## config.mk

```make
export PLATFORM = sky130hd
export DESIGN_NAME = postnet_zip_bar_codec
export DESIGN_NICKNAME = d
export VERILOG_FILES = /design/src/hdl/pzb_pkg.sv /design/src/hdl/pzb_front.sv /design/src/hdl/pzb_queue.sv /design/src/hdl/pzb_back.sv /design/src/hdl/postnet_zip_bar_codec.sv
export SDC_FILE = /design/constraint.sdc
export NUM_CORES = 1
export LEC_CHECK = 0
export BUFFER_PORTS_ARGS = -buffer_cell sky130_fd_sc_hd__clkbuf_2
export CORE_ASPECT_RATIO = 1.1
export CORE_MARGIN = 5
export CORE_UTILIZATION = 55
export DETAILED_ROUTE_END_ITERATION = 6
export GPL_TIMING_DRIVEN = 0
export PLACE_DENSITY_LB_ADDON = 0.3
export SLEW_MARGIN = 20
export SYNTH_ARGS = -nofsm -noshare
export SYNTH_HDL_FRONTEND = slang
export SYNTH_HIERARCHICAL = 1
export SYNTH_SLANG_ARGS = --single-unit
```

## constraint.sdc

```tcl
create_clock -name clk -period 18.1 [get_ports clk]
set_clock_uncertainty 0.2 [all_clocks]
set_input_delay 2.715 -clock clk [delete_from_list [all_inputs] [get_ports clk]]
set_output_delay 2.715 -clock clk [all_outputs]
set_load 0.02 [all_outputs]
```

## src/hdl/pzb_pkg.sv

```systemverilog
// shared types, constants and bar tables for the postnet zip/bar codec
// no dependencies; imported by every module of the block
package pzb_pkg;

  localparam int ZIP_IN_W    = 17;
  localparam int ZIP_OUT_W   = 18;
  localparam int BARS_W      = 27;
  localparam int GROUP_W     = 5;
  localparam int NUM_GROUPS  = 5;
  localparam int DIGIT_W     = 4;
  localparam int REM_W       = 10;
  localparam int QUEUE_DEPTH = 2;

  // direction codes carried by the mode field
  localparam logic MODE_ENCODE = 1'b0;
  localparam logic MODE_DECODE = 1'b1;

  // one classified word waiting between front and back
  typedef struct packed {
    logic                                 mode;
    logic [ZIP_IN_W-1:0]                  zip;
    logic [BARS_W-1:0]                    bars;
    logic [NUM_GROUPS-1:0][DIGIT_W-1:0]   digit;
    logic [REM_W-1:0]                     rem;
    logic                                 bad_frame;
    logic                                 bad_group;
  } pzb_item_t;

  // two-of-five pattern for a digit, all half bars for a digit above nine
  function automatic logic [GROUP_W-1:0] digit_bars(input logic [DIGIT_W-1:0] d);
    logic [GROUP_W-1:0] pat;
    case (d)
      4'd0:    pat = 5'b11000;
      4'd1:    pat = 5'b00011;
      4'd2:    pat = 5'b00101;
      4'd3:    pat = 5'b00110;
      4'd4:    pat = 5'b01001;
      4'd5:    pat = 5'b01010;
      4'd6:    pat = 5'b01100;
      4'd7:    pat = 5'b10001;
      4'd8:    pat = 5'b10010;
      4'd9:    pat = 5'b10100;
      default: pat = 5'b00000;
    endcase
    return pat;
  endfunction

  // 7-4-2-1-0 weighted sum of a group, eleven reads as zero
  function automatic logic [DIGIT_W-1:0] group_value(input logic [GROUP_W-1:0] g);
    logic [DIGIT_W-1:0] s;
    s = (g[4] ? 4'd7 : 4'd0) + (g[3] ? 4'd4 : 4'd0)
      + (g[2] ? 4'd2 : 4'd0) + (g[1] ? 4'd1 : 4'd0);
    if (s == 4'd11) begin
      s = 4'd0;
    end
    return s;
  endfunction

  // digit times the decimal weight of its group, first group highest
  function automatic logic [ZIP_OUT_W-1:0] place_value(input int k,
                                                       input logic [DIGIT_W-1:0] d);
    logic [ZIP_OUT_W-1:0] w;
    case (k)
      0:       w = 18'd10000;
      1:       w = 18'd1000;
      2:       w = 18'd100;
      3:       w = 18'd10;
      default: w = 18'd1;
    endcase
    return ZIP_OUT_W'(ZIP_OUT_W'(d) * w);
  endfunction

endpackage

```

## src/hdl/pzb_front.sv

```systemverilog
// front end: classifies each incoming word by direction and does the first half
// of the work (upper two zip digits, or all group values and flags); uses pzb_pkg
module pzb_front import pzb_pkg::*; (
  input  logic                mode,
  input  logic [ZIP_IN_W-1:0] zip_in,
  input  logic [BARS_W-1:0]   bars_in,
  output pzb_item_t           item
);

  logic [DIGIT_W-1:0]  d0;
  logic [DIGIT_W-1:0]  d1;
  logic [ZIP_IN_W-1:0] rem0;
  logic [ZIP_IN_W-1:0] rem1;
  logic [NUM_GROUPS-1:0][DIGIT_W-1:0] gval;
  logic                any_big;

  // ten-thousands digit by threshold compare, then the thousands digit
  always_comb begin
    d0 = '0;
    for (int k = 1; k <= 13; k++) begin
      if (zip_in >= ZIP_IN_W'(k * 10000)) begin
        d0 = DIGIT_W'(k);
      end
    end
    rem0 = zip_in - ZIP_IN_W'(ZIP_IN_W'(d0) * ZIP_IN_W'(10000));
    d1 = '0;
    for (int k = 1; k <= 9; k++) begin
      if (rem0 >= ZIP_IN_W'(k * 1000)) begin
        d1 = DIGIT_W'(k);
      end
    end
    rem1 = rem0 - ZIP_IN_W'(ZIP_IN_W'(d1) * ZIP_IN_W'(1000));
  end

  // group values for decoding, first group sits just below the leading frame bar
  always_comb begin
    any_big = 1'b0;
    for (int k = 0; k < NUM_GROUPS; k++) begin
      gval[k] = group_value(bars_in[BARS_W-1-GROUP_W*(k+1) +: GROUP_W]);
      if (gval[k] > 4'd9) begin
        any_big = 1'b1;
      end
    end
  end

  // pack the classified word
  always_comb begin
    item.mode = mode;
    item.zip  = zip_in;
    item.bars = bars_in;
    if (mode == MODE_DECODE) begin
      item.digit     = gval;
      item.rem       = '0;
      item.bad_frame = !bars_in[BARS_W-1] || !bars_in[0];
      item.bad_group = any_big;
    end else begin
      item.digit     = '0;
      item.digit[0]  = d0;
      item.digit[1]  = d1;
      item.rem       = rem1[REM_W-1:0];
      item.bad_frame = 1'b0;
      item.bad_group = 1'b0;
    end
  end

endmodule

```

## src/hdl/pzb_queue.sv

```systemverilog
// short register queue between front and back so each side stalls on its own
// uses pzb_pkg for the word type
module pzb_queue import pzb_pkg::*; #(
  parameter int DEPTH = QUEUE_DEPTH
) (
  input  logic      clk,
  input  logic      rst,
  input  logic      push_valid,
  output logic      push_ready,
  input  pzb_item_t push_item,
  output logic      pop_valid,
  input  logic      pop_ready,
  output pzb_item_t pop_item
);

  localparam int PTR_W = (DEPTH > 1) ? $clog2(DEPTH) : 1;
  localparam int CNT_W = $clog2(DEPTH + 1);

  pzb_item_t          slots [DEPTH];
  logic [PTR_W-1:0]   wr_ptr;
  logic [PTR_W-1:0]   rd_ptr;
  logic [CNT_W-1:0]   count;
  logic               push;
  logic               pop;

  assign push_ready = (count != CNT_W'(DEPTH));
  assign pop_valid  = (count != '0);
  assign pop_item   = slots[rd_ptr];
  assign push       = push_valid && push_ready;
  assign pop        = pop_valid && pop_ready;

  // slot storage
  always_ff @(posedge clk) begin
    if (push) begin
      slots[wr_ptr] <= push_item;
    end
  end

  // pointers and fill count
  always_ff @(posedge clk) begin
    if (rst) begin
      wr_ptr <= '0;
      rd_ptr <= '0;
      count  <= '0;
    end else begin
      if (push) begin
        wr_ptr <= (wr_ptr == PTR_W'(DEPTH - 1)) ? '0 : wr_ptr + 1'b1;
      end
      if (pop) begin
        rd_ptr <= (rd_ptr == PTR_W'(DEPTH - 1)) ? '0 : rd_ptr + 1'b1;
      end
      if (push && !pop) begin
        count <= count + 1'b1;
      end else if (pop && !push) begin
        count <= count - 1'b1;
      end
    end
  end

  // fill count stays within depth, follows pushes and pops and the pointers
  a_count_max: assert property (@(posedge clk) disable iff (rst)
    count <= CNT_W'(DEPTH))
    else $error("queue count above depth");
  a_count_up: assert property (@(posedge clk) disable iff (rst)
    push && !pop |=> count == $past(count) + 1'b1)
    else $error("queue count missed a push");
  a_count_down: assert property (@(posedge clk) disable iff (rst)
    pop && !push |=> count == $past(count) - 1'b1)
    else $error("queue count missed a pop");
  a_ptr_gap: assert property (@(posedge clk) disable iff (rst)
    (count == '0 || count == CNT_W'(DEPTH)) |-> wr_ptr == rd_ptr)
    else $error("queue pointers out of step with count");

endmodule

```

## src/hdl/pzb_back.sv

```systemverilog
// back end: finishes the lower digits and bar pattern, or combines decoded
// digits into the zip value, into the output register; uses pzb_pkg
module pzb_back import pzb_pkg::*; (
  input  logic                 clk,
  input  logic                 rst,
  input  logic                 item_valid,
  output logic                 item_ready,
  input  pzb_item_t            item,
  output logic                 out_valid,
  input  logic                 out_ready,
  output logic [ZIP_OUT_W-1:0] zip_out,
  output logic [BARS_W-1:0]    bars_out,
  output logic                 bad_frame,
  output logic                 bad_group
);

  logic [DIGIT_W-1:0]   d2;
  logic [DIGIT_W-1:0]   d3;
  logic [DIGIT_W-1:0]   d4;
  logic [REM_W-1:0]     rem2;
  logic [REM_W-1:0]     rem3;
  logic [BARS_W-1:0]    code;
  logic [ZIP_OUT_W-1:0] value;
  logic                 take;

  assign item_ready = !out_valid || out_ready;
  assign take       = item_valid && item_ready;

  // hundreds, tens and units from the remainder below one thousand
  always_comb begin
    d2 = '0;
    for (int k = 1; k <= 9; k++) begin
      if (item.rem >= REM_W'(k * 100)) begin
        d2 = DIGIT_W'(k);
      end
    end
    rem2 = item.rem - REM_W'(REM_W'(d2) * REM_W'(100));
    d3 = '0;
    for (int k = 1; k <= 9; k++) begin
      if (rem2 >= REM_W'(k * 10)) begin
        d3 = DIGIT_W'(k);
      end
    end
    rem3 = rem2 - REM_W'(REM_W'(d3) * REM_W'(10));
    d4   = rem3[DIGIT_W-1:0];
  end

  // framed bar pattern
  assign code = {1'b1, digit_bars(item.digit[0]), digit_bars(item.digit[1]),
                 digit_bars(d2), digit_bars(d3), digit_bars(d4), 1'b1};

  // decimal combine of the decoded group values
  always_comb begin
    value = '0;
    for (int k = 0; k < NUM_GROUPS; k++) begin
      value = value + place_value(k, item.digit[k]);
    end
  end

  // output register
  always_ff @(posedge clk) begin
    if (rst) begin
      out_valid <= 1'b0;
    end else if (item_ready) begin
      out_valid <= item_valid;
    end
  end

  always_ff @(posedge clk) begin
    if (take) begin
      bad_frame <= item.bad_frame;
      bad_group <= item.bad_group;
      if (item.mode == MODE_DECODE) begin
        zip_out  <= value;
        bars_out <= item.bars;
      end else begin
        zip_out  <= ZIP_OUT_W'(item.zip);
        bars_out <= code;
      end
    end
  end

endmodule

```

## src/hdl/postnet_zip_bar_codec.sv

```systemverilog
// channel | handshake          | payload
// in      | in_valid/in_ready   | mode, zip_in, bars_in
// out     | out_valid/out_ready | zip_out, bars_out, bad_frame, bad_group
//
// one word per cycle sustained while out_ready holds; an accepted word
// passes a queue slot, then the output register, when the output is free
// the front digit split and group sums feed a queue of QUEUE_DEPTH words
// input ready drops only when the queue is full; the output register refills
// in the cycle its word is taken
// synchronous active-high reset empties the queue and the output register
// top level: front end, queue and back end; uses pzb_pkg
module postnet_zip_bar_codec import pzb_pkg::*; #(
  parameter int QUEUE_DEPTH = pzb_pkg::QUEUE_DEPTH
) (
  input  logic                 clk,
  input  logic                 rst,
  input  logic                 in_valid,
  output logic                 in_ready,
  input  logic                 mode,
  input  logic [ZIP_IN_W-1:0]  zip_in,
  input  logic [BARS_W-1:0]    bars_in,
  output logic                 out_valid,
  input  logic                 out_ready,
  output logic [ZIP_OUT_W-1:0] zip_out,
  output logic [BARS_W-1:0]    bars_out,
  output logic                 bad_frame,
  output logic                 bad_group
);

  pzb_item_t front_item;
  pzb_item_t back_item;
  logic      back_valid;
  logic      back_ready;

  // classify incoming words
  pzb_front u_front (
    .mode    (mode),
    .zip_in  (zip_in),
    .bars_in (bars_in),
    .item    (front_item)
  );

  // decoupling queue
  pzb_queue #(
    .DEPTH (QUEUE_DEPTH)
  ) u_queue (
    .clk        (clk),
    .rst        (rst),
    .push_valid (in_valid),
    .push_ready (in_ready),
    .push_item  (front_item),
    .pop_valid  (back_valid),
    .pop_ready  (back_ready),
    .pop_item   (back_item)
  );

  // finish conversion into the output register
  pzb_back u_back (
    .clk        (clk),
    .rst        (rst),
    .item_valid (back_valid),
    .item_ready (back_ready),
    .item       (back_item),
    .out_valid  (out_valid),
    .out_ready  (out_ready),
    .zip_out    (zip_out),
    .bars_out   (bars_out),
    .bad_frame  (bad_frame),
    .bad_group  (bad_group)
  );

endmodule

```

# Yosys cells after proc, flatten, opt, wreduce, memory -nomap -nowiden
# Memories as Yosys holds them, arrays and structs flattened. A register that Yosys moved wholly into a read port is not among the register bits.
# Index checks and enable logic that the tools add are counted.
[word_totals]
ff_bits = 52
ram_bits = 154
romBits = 400
inputBits = 49
output_inout_bits = 49
elab_cells = 196
memories = 6
[classes]
n_addsub = 27
n_mul = 8
order_cmp = 45
eq_ne = 6
muxes = 81
n_reduce_logical = 13
[mem_list]
columns = ["memory", "words", "width", "read_ports", "rd_clocked_by_memory_dff", "write_ports", "line_no", "rtl"]
rows = [
  ["u_queue.slots", 2, 77, 1, 1, 1, "pzb_queue.sv:19", "pzb_item_t slots [DEPTH];"],
  ["(name not given)", 16, 5, 1, 0, 0, "pzb_pkg.sv:32", "case (d)"],
  ["(name not given)", 16, 5, 1, 0, 0, "pzb_pkg.sv:32", ""],
  ["(name not given)", 16, 5, 1, 0, 0, "pzb_pkg.sv:32", ""],
  ["(name not given)", 16, 5, 1, 0, 0, "pzb_pkg.sv:32", ""],
  ["(name not given)", 16, 5, 1, 0, 0, "pzb_pkg.sv:32", ""],
]
[op_table]
columns = ["op", "n"]
rows = [
  ["$ge 17x17->1 const B", 7],
  ["$mux 4", 29],
  ["$ge 17x13->1 const B", 4],
  ["$add 4x4->4", 15],
  ["$add 18x18->18", 3],
  ["$mux 3", 18],
  ["$ge 17x16->1 const B", 3],
  ["$ge 10x10->1 const B", 4],
  ["$ge 10x7->1 const B", 4],
  ["$ge 17x12->1 const B", 2],
  ["$ge 17x14->1 const B", 2],
  ["$ge 17x15->1 const B", 2],
  ["$mux 32", 1],
  ["$ge 10x6->1 const B", 3],
  ["$ge 10x9->1 const B", 3],
  ["$mux 26", 1],
  ["$mux 2", 11],
  ["$eq 4x4->1 const B", 5],
  ["$ge 10x5->1 const B", 2],
  ["$gt 4x4->1 const B", 5],
  ["$mux 1", 20],
  ["$sub 10x10->10", 2],
  ["$add 18x4->18", 1],
  ["$ge 17x10->1 const B", 1],
  ["22 further kinds", 32],
]

# Longest topological paths before layout
[depth]
depth_word = 29
mapped_depth = 39
mapped_depth_nobuf = 37

# By module
# The synthesis kept the hierarchy.
[by_module_without_submodules]
columns = ["mod", "instances", "cells_per_inst", "area_each_um2", "seq_area_each_um2"]
rows = [
  ["pzb_queue", 1, 264, 5914.4, 4724.5],
  ["pzb_back", 1, 609, 5908.2, 1431.4],
  ["pzb_front", 1, 462, 3410.8, 0.0],
]

# Least setup slack after synthesis
# No wires, ideal clock.
[synth_path]
path_kind = "input -> register"
start = "input port zip_in[6]"
end = "memory u_queue/slots[0][11] (netlist name), data pin"
setup_ns = 0.269
t_arrival_ns = 10.311
t_required_ns = 17.631
setup_slack_ns = 7.321
path_stages = 33
path_buffers = 2
path_cell_list = "clkbuf_1 -> nor4_1 -> nor2_1 -> o31a_1 -> or2_2 -> a21oi_1 -> inv_1 -> fa_1 -> inv_1 -> ha_1 -> fa_1 -> inv_1 -> ha_1 -> buf_2 -> a2111oi_0 -> a21boi_2 -> a31o_2 -> mux2i_1 -> nor3_1 -> nand4b_1 -> o21bai_1 -> inv_1 -> ha_1 -> inv_1 -> fa_1 -> fa_1 -> ha_1 -> a21o_1 -> a21oi_1 -> xnor2_1 -> nor2_1 -> o21ai_0 -> o31ai_1"
[synth_rtl]
columns = ["element", "line_no", "rtl"]
rows = [
  ["start, declared", "postnet_zip_bar_codec.sv:20", "input logic [ZIP_IN_W-1:0] zip_in,"],
  ["end, declared", "pzb_queue.sv:19", ""],
]

==> metrics.csv <==
stage,metric,value,unit
status,outcome,"complete, no violations",
worst_setup_path,crit_required,18220,ps
synth,yosys-top-cells-count,"201 x edfxtp_1, 159 x ha_1, 115 x inv_1, 80 x nor2_1, 75 x a21oi_1",
sta,rsz0062_at_grt,false,
worst_setup_path,path_class,primary input to flop,
synth,yosysSeqAreaShare,40.41,%
sta,period_needed,12200,ps
cts,clkLatencyLatePin,510,ps
worst_setup_path,cp.arrival,12320,ps
synth,synth_most_common_cell,edfxtp_1,
placed_design,gp_congestion,0.9098,
detailed_routing,dr_total_vias,10520,
synth,synth_area_leaders,"edfxtp_1 40%, ha_1 13%, fa_1 5.7%, mux2_2 4.4%, mux2_4 3.1%",
worst_setup_path,critPathLaunchType,primary input,
hold_path,hp-start,u_queue/rd_ptr,
synth,syn-num-nets,1586,
synth,synth_top_area_share,39.62,%
placed_design,hpwl,25540,microns
cells_and_area,area_growth,11.27,%
detailed_routing,drc,0,
die,rows,64,
worst_setup_path,r2r_cells,27,
cells_and_area,final_nets,1702,
cts,cts_buffers,21,
die,die-area,0.03113,sq mm
synth,synth_cells,1335,
sta,worst_pin_slew,934.0,ps
worst_setup_path,crit_slowest_cell,a21oi_1,
hold_path,min_path_cells,2,
synth,syn_area,0.01523,sq mm
cts,clock-root-buffer,clkbuf_16,
detailed_routing,first_pass_iters,6,
sta,max_slew_margin,37.74,%
detailed_routing,vias_per_cell,5.754,
cts,cts-htree-levels,1,
grt,antenna_found_initial,0,
die,initial_core_util,55.30,%
cts,postCtsSetupBuffers,0,
grt,overflow,0,
detailed_routing,drtAntennaViolNets,0,
synth,netlist.top_cell.by_area,edfxtp_1,
sta,whs,311.7,ps
cts,clock-sinks,207,
synth,synthFlopType,edfxtp_1,
cells_and_area,fill_cells,2238,
cells_and_area,layout-drive-gt1-share,21.83,%
die,die_h,184.5,microns
worst_setup_path,cp-end-kind,flop,
cts,cts_hold_buf,0,
sta,fin_tns_setup,0,ps
hold_path,hp-class,flop to flop,
grt,grt_first_pass_wirelength,54970,microns
cells_and_area,antenna_cells,0,
detailed_routing,wire_per_inst,18.67,microns
worst_setup_path,reg2reg_to,u_back/bars_out[3],
placed_design,place_ws,5570,ps
synth,synth_edf_count,201,
worst_setup_path,r2r_slack,11330,ps
synth,synthArstFlopShare,0,%
sta,slew_viol_final,0,
die,core_area,0.02755,sq mm
synth,yosysWarnings,6,
placed_design,io_buffers,91,
sta,setup_viol,0,
worst_setup_path,cp_max_fo,10,
synth,synthDistinctLibCells,90,
sta,clock.fmax,81.95,MHz
grt,grt_use_total,21.87,%
worst_setup_path,max_stage_delay,720,ps
job,drv_cap,0,
sta,finalHoldViolCount,0,
cts,cts_tree,built,
detailed_routing,wl,34150,microns
die,die_width,168.7,microns
cts,clk_pin_slew_worst_paths,60,ps
sta,post-route-period-util,67.42,%
detailed_routing,drt_iter0_drc,803,
grt,grt_pass1_vias,10460,
grt,grt_max_degree,48,
synth,ys_ff_latch,207,
sta,worst_slack,5897,ps
cts,cts_resized,0,
synth,postSynthAreaPerCell,11.41,sq um
die,num_io_pins,98,
cts,clockBufferDepth,3,
==> final cells by class <==
class | instances | area [sq um] | share of cell area (%)
Multi-Input combinational cell | 923 | 8066 | 47.59
Clock inverter | 17 | 216.5 | 1.277
Clock buffer | 21 | 525.5 | 3.100
Buffer | 90 | 586.8 | 3.462
Timing Repair Buffer | 93 | 510.5 | 3.012
Tap cell | 363 | 454.2 | 2.680
Sequential cell | 207 | 6156 | 36.32
Inverter | 115 | 434.2 | 2.561
==> registers in the layout, summed over array words and instances (netlist names), named ones only <==
| name | cells |
|---|---|
| u_queue/slots | 154 |
| u_back/bars_out | 27 |
| u_back/zip_out | 18 |
| u_queue/count | 2 |
| u_back/bad_frame | 1 |
| u_back/bad_group | 1 |
| u_back/out_valid | 1 |
| u_queue/rd_ptr | 1 |
| u_queue/wr_ptr | 1 |
==> kinds of logic (layout without fill, tap and decap cells) <==
group	after synthesis	in the layout	share of synthesized area [%]
compound gates	294	294	13.22
simple gates	246	246	7.926
flops	207	207	40.41
buf+inv	205	336	6.686
fa+ha+maj	203	203	18.78
mux	104	104	8.337
xor+xnor	76	76	4.641
==> layout by cell type, fill, tap and decap left out, types with 23 or more instances in the layout <==
master and instances:
o21ai_0 55, clkbuf_2 92, nand2_1 53, xor2_1 26, clkbuf_1 23, a21o_1 34
nor2_1 80, edfxtp_1 201, a21oi_1 75, xnor2_1 46, ha_1 159, fa_1 43
mux2_4 31, inv_1 114, nand3_1 23, mux2_2 59, buf_4 45
==> worst max-delay path by stage <==
stage                    from                    to  slack, ps  cells after the start
floorplan           zip_in[6]  u_queue/slots[0][11]       7320                     33
detailed placement  zip_in[6]  u_queue/slots[0][11]       5570                     32
finish              zip_in[6]  u_queue/slots[0][11]       5900                     32
global route        zip_in[6]  u_queue/slots[0][11]       5440                     32
CTS                 zip_in[6]  u_queue/slots[0][11]       6020                     32
global placement    zip_in[6]  u_queue/slots[0][11]       5690                     33
==> stage by stage <==
step	utilization, %	cells	instance area [sq um]
after floorplan	-	1335	15230
after global placement	58.60	1789	16140
after detailed placement	58.84	1791	16210
after CTS	61.53	1829	16950
after global routing	61.53	1829	16950
final	61.53	1829	16950
==> critical path, delay by kind of cell <==
family	cells	cell delay (ps)
adder cells (fa/ha/maj)	8	3440
AO/OA/AOI/OAI	9	3330
AND/OR/NAND/NOR	6	1560
buffers and inverters	7	980
XOR/XNOR	1	180
multiplexers	1	110
==> metal layers <==
metal | track usage (%) | part of all wire [%]
met1 | 29.83 | 43
met2 | 38.03 | 49
met3 | 2.145 | 5.7
met4 | 5.065 | 2.0
met5 | 0 | 0
Power is not shown: default switching activity piles up to over one toggle a cycle in this logic, so the estimate is an artifact.
